===== config.mk =====
export PLATFORM = sky130hd
export DESIGN_NAME = multi_click_countdown_timer_top
export DESIGN_NICKNAME = d
export VERILOG_FILES = /design/src/sv/mcct_pkg.sv /design/src/sv/mcct_core.sv /design/src/sv/multi_click_countdown_timer_top.sv
export SDC_FILE = /design/constraint.sdc
export NUM_CORES = 1
export LEC_CHECK = 0
export BUFFER_PORTS_ARGS = -buffer_cell sky130_fd_sc_hd__buf_2
export CAP_MARGIN = 10
export CORE_UTILIZATION = 65
export DETAILED_ROUTE_END_ITERATION = 8
export PLACE_DENSITY = 0.85
export SYNTH_ARGS = -nofsm -noshare
export SYNTH_HDL_FRONTEND = slang
export SYNTH_SLANG_ARGS = --single-unit

===== constraint.sdc =====
create_clock -name clk -period 7.9 [get_ports clk]
set_input_delay 0.79 -clock clk [delete_from_list [all_inputs] [get_ports clk]]
set_output_delay 0.79 -clock clk [all_outputs]
set_load 0.01 [all_outputs]

===== src/sv/mcct_pkg.sv =====
package mcct_pkg;

    // Field widths
    localparam int GAP_W     = 10;
    localparam int MIN_W     = 8;
    localparam int SEC_W     = 6;
    localparam int MS_W      = 10;
    localparam int TSR_W     = 11;
    localparam int OPT_W     = 2;
    localparam int CLICK_W   = 2;
    localparam int CFG_IDX_W = 2;
    localparam int CFG_DAT_W = 10;

    // Register reset values
    localparam logic [GAP_W-1:0] GAP_RESET  = GAP_W'(400);
    localparam logic [MIN_W-1:0] OPT0_RESET = MIN_W'(10);
    localparam logic [MIN_W-1:0] OPT1_RESET = MIN_W'(15);
    localparam logic [MIN_W-1:0] OPT2_RESET = MIN_W'(30);

    // Countdown constants
    localparam logic [SEC_W-1:0] SEC_MAX = SEC_W'(59);
    localparam logic [MS_W-1:0]  MS_MAX  = MS_W'(999);
    localparam logic [TSR_W-1:0] TSR_MAX = {TSR_W{1'b1}};
    localparam logic [OPT_W-1:0] OPT_LAST = OPT_W'(2);

    // Click group classification codes
    typedef enum logic [CLICK_W-1:0] {
        CLICK_NONE   = 2'd0,
        CLICK_SINGLE = 2'd1,
        CLICK_DOUBLE = 2'd2,
        CLICK_TRIPLE = 2'd3
    } click_kind_t;

    // Configuration register indexes
    typedef enum logic [CFG_IDX_W-1:0] {
        CFG_CLICK_GAP = 2'd0,
        CFG_OPT_ZERO  = 2'd1,
        CFG_OPT_ONE   = 2'd2,
        CFG_OPT_TWO   = 2'd3
    } cfg_idx_t;

    typedef struct packed {
        logic [GAP_W-1:0] click_gap;
        logic [MIN_W-1:0] opt0_min;
        logic [MIN_W-1:0] opt1_min;
        logic [MIN_W-1:0] opt2_min;
    } cfg_t;

    typedef struct packed {
        logic             menu_is_open;
        logic             timer_active;
        logic [OPT_W-1:0] selected_option;
        logic [MIN_W-1:0] left_minutes;
        logic [SEC_W-1:0] left_seconds;
        click_kind_t      click_kind;
        logic             done_pulse;
    } result_t;

endpackage


===== src/sv/mcct_core.sv =====
module mcct_core
    import mcct_pkg::*;
(
    input  logic    clk,
    input  logic    rst_n,
    input  logic    step,
    input  logic    level,
    input  cfg_t    cfg,
    output result_t res
);

    logic               menu_reg, menu_next;
    logic               run_reg, run_next;
    logic [OPT_W-1:0]   opt_reg, opt_next;
    logic               prev_reg;
    logic [TSR_W-1:0]   tsr_reg, tsr_next;
    logic [CLICK_W-1:0] clicks_reg, clicks_next;
    logic [MIN_W-1:0]   min_reg, min_next;
    logic [SEC_W-1:0]   sec_reg, sec_next;
    logic [MS_W-1:0]    ms_reg, ms_next;

    logic [MIN_W-1:0]   sel_min;
    logic               classify;
    logic               done;
    click_kind_t        kind;

    // Minutes of the selected option
    always_comb
    begin
        case (opt_reg)
            2'd0:    sel_min = cfg.opt0_min;
            2'd1:    sel_min = cfg.opt1_min;
            default: sel_min = cfg.opt2_min;
        endcase
    end

    // One tick of work: countdown, release detection, classification, expiry
    always_comb
    begin
        menu_next   = menu_reg;
        run_next    = run_reg;
        opt_next    = opt_reg;
        tsr_next    = tsr_reg;
        clicks_next = clicks_reg;
        min_next    = min_reg;
        sec_next    = sec_reg;
        ms_next     = ms_reg;
        kind        = CLICK_NONE;
        done        = 1'b0;
        classify    = 1'b0;

        // remaining time is kept as minutes, seconds and milliseconds
        if (run_reg)
        begin
            if (ms_reg != '0)
            begin
                ms_next = ms_reg - MS_W'(1);
            end
            else if (min_reg != '0 || sec_reg != '0)
            begin
                ms_next = MS_MAX;
                if (sec_reg == '0)
                begin
                    sec_next = SEC_MAX;
                    min_next = min_reg - MIN_W'(1);
                end
                else
                begin
                    sec_next = sec_reg - SEC_W'(1);
                end
            end
        end

        // release edge counts a click, otherwise the gap counter saturates
        if (!prev_reg && level)
        begin
            if (clicks_reg != CLICK_TRIPLE)
            begin
                clicks_next = clicks_reg + CLICK_W'(1);
            end
            tsr_next = '0;
        end
        else if (tsr_reg != TSR_MAX)
        begin
            tsr_next = tsr_reg + TSR_W'(1);
        end

        classify = (clicks_next != '0) && (tsr_next > {1'b0, cfg.click_gap});

        if (classify)
        begin
            kind = click_kind_t'(clicks_next);
            case (kind)
                CLICK_SINGLE:
                begin
                    if (!run_reg)
                    begin
                        if (!menu_reg)
                        begin
                            menu_next = 1'b1;
                            opt_next  = '0;
                        end
                        else
                        begin
                            opt_next = (opt_reg >= OPT_LAST) ? '0 : opt_reg + OPT_W'(1);
                        end
                    end
                end
                CLICK_DOUBLE:
                begin
                    if (menu_reg)
                    begin
                        min_next  = sel_min;
                        sec_next  = '0;
                        ms_next   = '0;
                        run_next  = 1'b1;
                        menu_next = 1'b0;
                    end
                end
                default:
                begin
                    run_next  = 1'b0;
                    menu_next = 1'b0;
                end
            endcase
            clicks_next = '0;
        end

        // expiry once no whole second remains
        if (run_next && min_next == '0 && sec_next == '0)
        begin
            run_next = 1'b0;
            done     = 1'b1;
        end
    end

    // Result of this tick
    always_comb
    begin
        res.menu_is_open    = menu_next;
        res.timer_active    = run_next;
        res.selected_option = opt_next;
        res.left_minutes    = run_next ? min_next : '0;
        res.left_seconds    = run_next ? sec_next : '0;
        res.click_kind      = kind;
        res.done_pulse      = done;
    end

    // State registers
    always_ff @(posedge clk or negedge rst_n)
    begin
        if (!rst_n)
        begin
            menu_reg   <= 1'b0;
            run_reg    <= 1'b0;
            opt_reg    <= '0;
            prev_reg   <= 1'b1;
            tsr_reg    <= '0;
            clicks_reg <= '0;
            min_reg    <= '0;
            sec_reg    <= '0;
            ms_reg     <= '0;
        end
        else if (step)
        begin
            menu_reg   <= menu_next;
            run_reg    <= run_next;
            opt_reg    <= opt_next;
            prev_reg   <= level;
            tsr_reg    <= tsr_next;
            clicks_reg <= clicks_next;
            min_reg    <= min_next;
            sec_reg    <= sec_next;
            ms_reg     <= ms_next;
        end
    end

endmodule


===== src/sv/multi_click_countdown_timer_top.sv =====
// Multi-click countdown timer. Each input transaction is one millisecond tick
// carrying the sampled active-low button level; each tick yields exactly one
// output transaction with the menu/run flags, selected option, remaining
// minutes and seconds (zero when not running), the click group classified on
// that tick and a done pulse. The block takes one tick per clock cycle while
// the output is not stalled. An accepted tick is held in the input register;
// when the output register is free or draining, the state update is applied
// and its result is loaded into the output register. A stalled output holds
// the tick in the input register and stalls the input. The user must write
// configuration registers through cfg_we/cfg_index/cfg_data only while no
// tick is in flight; the block itself does not enforce it.
module multi_click_countdown_timer_top
    import mcct_pkg::*;
(
    input  logic                 clk,
    input  logic                 rst_n,

    input  logic                 cfg_we,
    input  logic [CFG_IDX_W-1:0] cfg_index,
    input  logic [CFG_DAT_W-1:0] cfg_data,

    input  logic                 in_valid,
    output logic                 in_stall,
    input  logic                 button_level,

    output logic                 out_valid,
    input  logic                 out_stall,
    output logic                 menu_is_open,
    output logic                 timer_active,
    output logic [OPT_W-1:0]     selected_option,
    output logic [MIN_W-1:0]     left_minutes,
    output logic [SEC_W-1:0]     left_seconds,
    output logic [CLICK_W-1:0]   click_kind,
    output logic                 done_pulse
);

    cfg_t    cfg_reg;
    logic    in_vld_reg;
    logic    level_reg;
    logic    out_vld_reg;
    result_t res_reg;
    result_t res;
    logic    fire;

    // Configuration registers
    always_ff @(posedge clk or negedge rst_n)
    begin
        if (!rst_n)
        begin
            cfg_reg.click_gap <= GAP_RESET;
            cfg_reg.opt0_min  <= OPT0_RESET;
            cfg_reg.opt1_min  <= OPT1_RESET;
            cfg_reg.opt2_min  <= OPT2_RESET;
        end
        else if (cfg_we)
        begin
            unique case (cfg_idx_t'(cfg_index))
                CFG_CLICK_GAP: cfg_reg.click_gap <= cfg_data[GAP_W-1:0];
                CFG_OPT_ZERO:  cfg_reg.opt0_min  <= cfg_data[MIN_W-1:0];
                CFG_OPT_ONE:   cfg_reg.opt1_min  <= cfg_data[MIN_W-1:0];
                CFG_OPT_TWO:   cfg_reg.opt2_min  <= cfg_data[MIN_W-1:0];
                default:       cfg_reg           <= cfg_reg;
            endcase
        end
    end

    // Tick is processed when the output register is free or draining
    assign fire     = in_vld_reg && (!out_vld_reg || !out_stall);
    assign in_stall = in_vld_reg && !fire;

    // Input register
    always_ff @(posedge clk or negedge rst_n)
    begin
        if (!rst_n)
        begin
            in_vld_reg <= 1'b0;
        end
        else if (in_valid && !in_stall)
        begin
            in_vld_reg <= 1'b1;
        end
        else if (fire)
        begin
            in_vld_reg <= 1'b0;
        end
    end

    always_ff @(posedge clk)
    begin
        if (in_valid && !in_stall)
        begin
            level_reg <= button_level;
        end
    end

    mcct_core u_core
    (
        .clk   (clk),
        .rst_n (rst_n),
        .step  (fire),
        .level (level_reg),
        .cfg   (cfg_reg),
        .res   (res)
    );

    // Output register
    always_ff @(posedge clk or negedge rst_n)
    begin
        if (!rst_n)
        begin
            out_vld_reg <= 1'b0;
        end
        else if (fire)
        begin
            out_vld_reg <= 1'b1;
        end
        else if (!out_stall)
        begin
            out_vld_reg <= 1'b0;
        end
    end

    always_ff @(posedge clk)
    begin
        if (fire)
        begin
            res_reg <= res;
        end
    end

    assign out_valid       = out_vld_reg;
    assign menu_is_open    = res_reg.menu_is_open;
    assign timer_active    = res_reg.timer_active;
    assign selected_option = res_reg.selected_option;
    assign left_minutes    = res_reg.left_minutes;
    assign left_seconds    = res_reg.left_seconds;
    assign click_kind      = res_reg.click_kind;
    assign done_pulse      = res_reg.done_pulse;

endmodule


==> impl_metrics.yaml <==
setup_path:
  worstSetupPathDepth: 15
  cpMaxStageDelayCell: "or4_1"
  path_max_fanout: 21
  r2r_start: "u_core.tsr_reg[0]"
  crit_arrival_ps: 4880
  crit_chain: "ha_1 > and4_1 > nand2_1 > nand4_1 > xor2_1 > nor2_1 > ha_1 > nand4_1 > or4_1 > o2111a_1 > or2_1 > nor4_1 > a21oi_1 > o21ai_4 > nor2_1"
  crit_end: "left_minutes[5]"
  crit_family: "simple AND/OR/NAND/NOR gates"
  r2r_cells: 15
  end_kind: "flop"
  cp.required_ps: 8050
  crit_start: "u_core.tsr_reg[0]"
  reg2reg_slack_ps: 3170
  start_kind: "flop"
  critical_path_buf_inv_count: 0
  rr_endpoint: "left_minutes[5]"
  slowest_delay_ps: 570
  path_class: "flop to flop"
sta:
  timing.setup.tns_ps: 0
  period_minus_slack_ps: 4730
  rsz0062_at_grt: "false"
  setup_viol: 0
  min_period_over_period_pct: 59.9
  hold_viol_final: 0
  finalMaxSlewViolations: 0
  timing.fmax_mhz: 211
  fin_skew_ps: 15.4
  tightest_slew_ps: 1050
  slew_headroom_pct: 29.1
power_and_ir_drop:
  p_int_uw: 813
  p_total_uw: 1200
  power.leakage_uw: 0.00264
  clkPwrFrac_pct: 27.1
  power_frac_comb_pct: 19.3
  p_per_area_nw_per_um2: 196
  switchingPower_uw: 385
  p_sw_share_pct: 32.1
  vdd_drop_max_mv: 0.128
  p_seq_share_pct: 53.6
logic_synthesis:
  synthMuxAreaShare_pct: 9.14
  synth_common_cells: "nand2_1, dfrtp_1, nor2_1"
  ys_warn_count: 0
  synthCells: 567
  synth-seq-cells: 100
  synth_top_family_by_area: "simple AND/OR/NAND/NOR gates"
  synth_area_leaders: "dfrtp_1, edfxtp_1, mux2_2"
  synthXorXnorAreaFrac_pct: 2.63
  yosys.area_share.simple_pct: 19.5
  synth.avg_cell_area_um2: 10.0
  synth-compound-area-share_pct: 14.7
  synth_most_common_cell: "nand2_1"
  synth-main-ff-cell: "dfrtp_1"
  synth_fa_ha_area_share_pct: 3.75
  syn-num-nets: 602
  yosysTopAreaCellShare_pct: 28.2
  netlist_area_um2: 5670
  synth_cell_types: 70
  ys_seq_area_share_pct: 46.4
  synth-edff-count: 22
  yosysTopAreaCell: "dfrtp_1"
  synthArstFlopShare_pct: 78.0
cells_and_area:
  final_area_um2: 6120
  final_cells: 706
  area_growth_syn_to_layout_pct: 7.86
  final_nets: 631
  antenna_cells: 0
  final_util_pct: 73.3
  n_fill_cell: 626
  drive_gt1_share_pct: 22.3
  largest_register_ffs: 34
global_route:
  grt_pass1_vias: 4302
  grt_pass1_wl_mm: 20.6
  overflow: 0
  grt_max_degree: 79
  antenna_found_initial: 0
  grt_usage_pct: 30.0
clocking:
  cts_root_buf: "clkbuf_8"
  path_clk_slew_ps: 110
  htree_levels: 3
  cts_tree: "yes"
  postCtsHoldBufs: 0
  insertion_delay_ps: 390
  cts_buffers: 9
  cts_setup_buffers: 0
  post_cts_resized: 0
  clock_path_buffers: 2
  cts_sinks: 100
placement:
  io_buffers: 40
  gp_congestion: 0.906
  placed_area_um2: 5910
  hpwlAfterDp_mm: 8.95
  dp_cells: 689
floorplan:
  rows: 33
  core_area_um2: 8340
  initial_core_util_pct: 68.0
  pin_count: 41
  die_h_um: 95.4
  die_w_um: 95.4
  die-area_um2: 9100
route:
  vias: 4476
  wl_per_cell_um: 18.0
  drtAntennaViolNets: 0
  routed_wl_mm: 12.7
  drt_iter0_markers: 312
  viasPerCell: 6.34
  drtPass1Iterations: 5
  drcViolationCount: 0
run_status:
  status: "finished, final reports clean"
min_path:
  hold_class: "flop to flop"
flow_run:
  maxCapViolCount: 0
-- cells in the final DEF, fill, tap and decap left out, drive strengths merged, types with 11 or more instances in the layout --
cell type / synthesis / routed
dfrtp: 64 / 64
mux2i: 12 / 12
edfxtp: 22 / 22
nand3: 14 / 14
nor2: 50 / 50
mux2: 35 / 35
o21ai: 40 / 40
nand2: 69 / 69
buf: 6 / 44
dfstp: 14 / 14
xor2: 11 / 11
a21oi: 34 / 34
nand4: 12 / 12
o31ai: 13 / 13
inv: 26 / 30
ha: 17 / 17
-- power by group through the flow --
stage | clock (uW) | sequential [uW] | combinational [uW]
floorplan | 0 | 643 | 153
global placement | 0 | 646 | 210
detailed placement | 0 | 651 | 225
CTS | 328 | 641 | 229
global route | 344 | 650 | 254
finish | 325 | 642 | 231
-- worst min-delay path: stages, from the launching register on --
cell and delay (ps):
dfstp_2 380, nand2_1 50, nand2_1 50
-- final cells by class --
class / instances / area (um2) / share of cell area (%)
Tap cell: 105 / 131 / 2.15
Multi-Input combinational cell: 415 / 2830 / 46.3
Sequential cell: 100 / 2630 / 43.0
Clock inverter: 7 / 67.6 / 1.10
Clock buffer: 9 / 124 / 2.03
Timing Repair Buffer: 44 / 236 / 3.87
Inverter: 26 / 97.6 / 1.60
-- worst min path at each step --
stage / startpoint / endpoint / slack (ps) / cells past startpoint
floorplan: level_reg / u_core.prev_reg / 430 / 2
global placement: u_core.prev_reg / u_core.prev_reg / 450 / 2
detailed placement: u_core.prev_reg / u_core.prev_reg / 450 / 2
CTS: u_core.prev_reg / u_core.prev_reg / 470 / 2
global route: u_core.prev_reg / u_core.prev_reg / 500 / 2
finish: u_core.prev_reg / u_core.prev_reg / 470 / 2
-- metal layers --
layer  wire (um)  global-route usage (%)  up-vias
li1            -                       -     2103
met5           0                       0        -
met3         631                    5.10       34
met4         305                    12.3        0
met1        5300                    37.3     2185
met2        6470                    51.7      154
-- through the flow --
stage / hold WS (ps) / worst slack (ps)
2_1_floorplan: 433 / 3990
3_3_place_gp: 447 / 3450
3_5_place_dp: 452 / 3210
4_1_cts: 469 / 3190
5_1_grt: 499 / 2850
6_report: 470 / 3170
-- logic make-up (layout without fill, tap and decap cells) --
group | count (synthesis) | in the layout
flip-flops | 100 | 100
AO/OA/AOI/OAI | 126 | 126
buffers and inverters | 52 | 86
adder cells (fa/ha/maj) | 17 | 17
multiplexers | 47 | 47
AND/OR/NAND/NOR | 208 | 208
XOR/XNOR | 17 | 17
No activity file was read; power rests on OpenSTA's default activity.
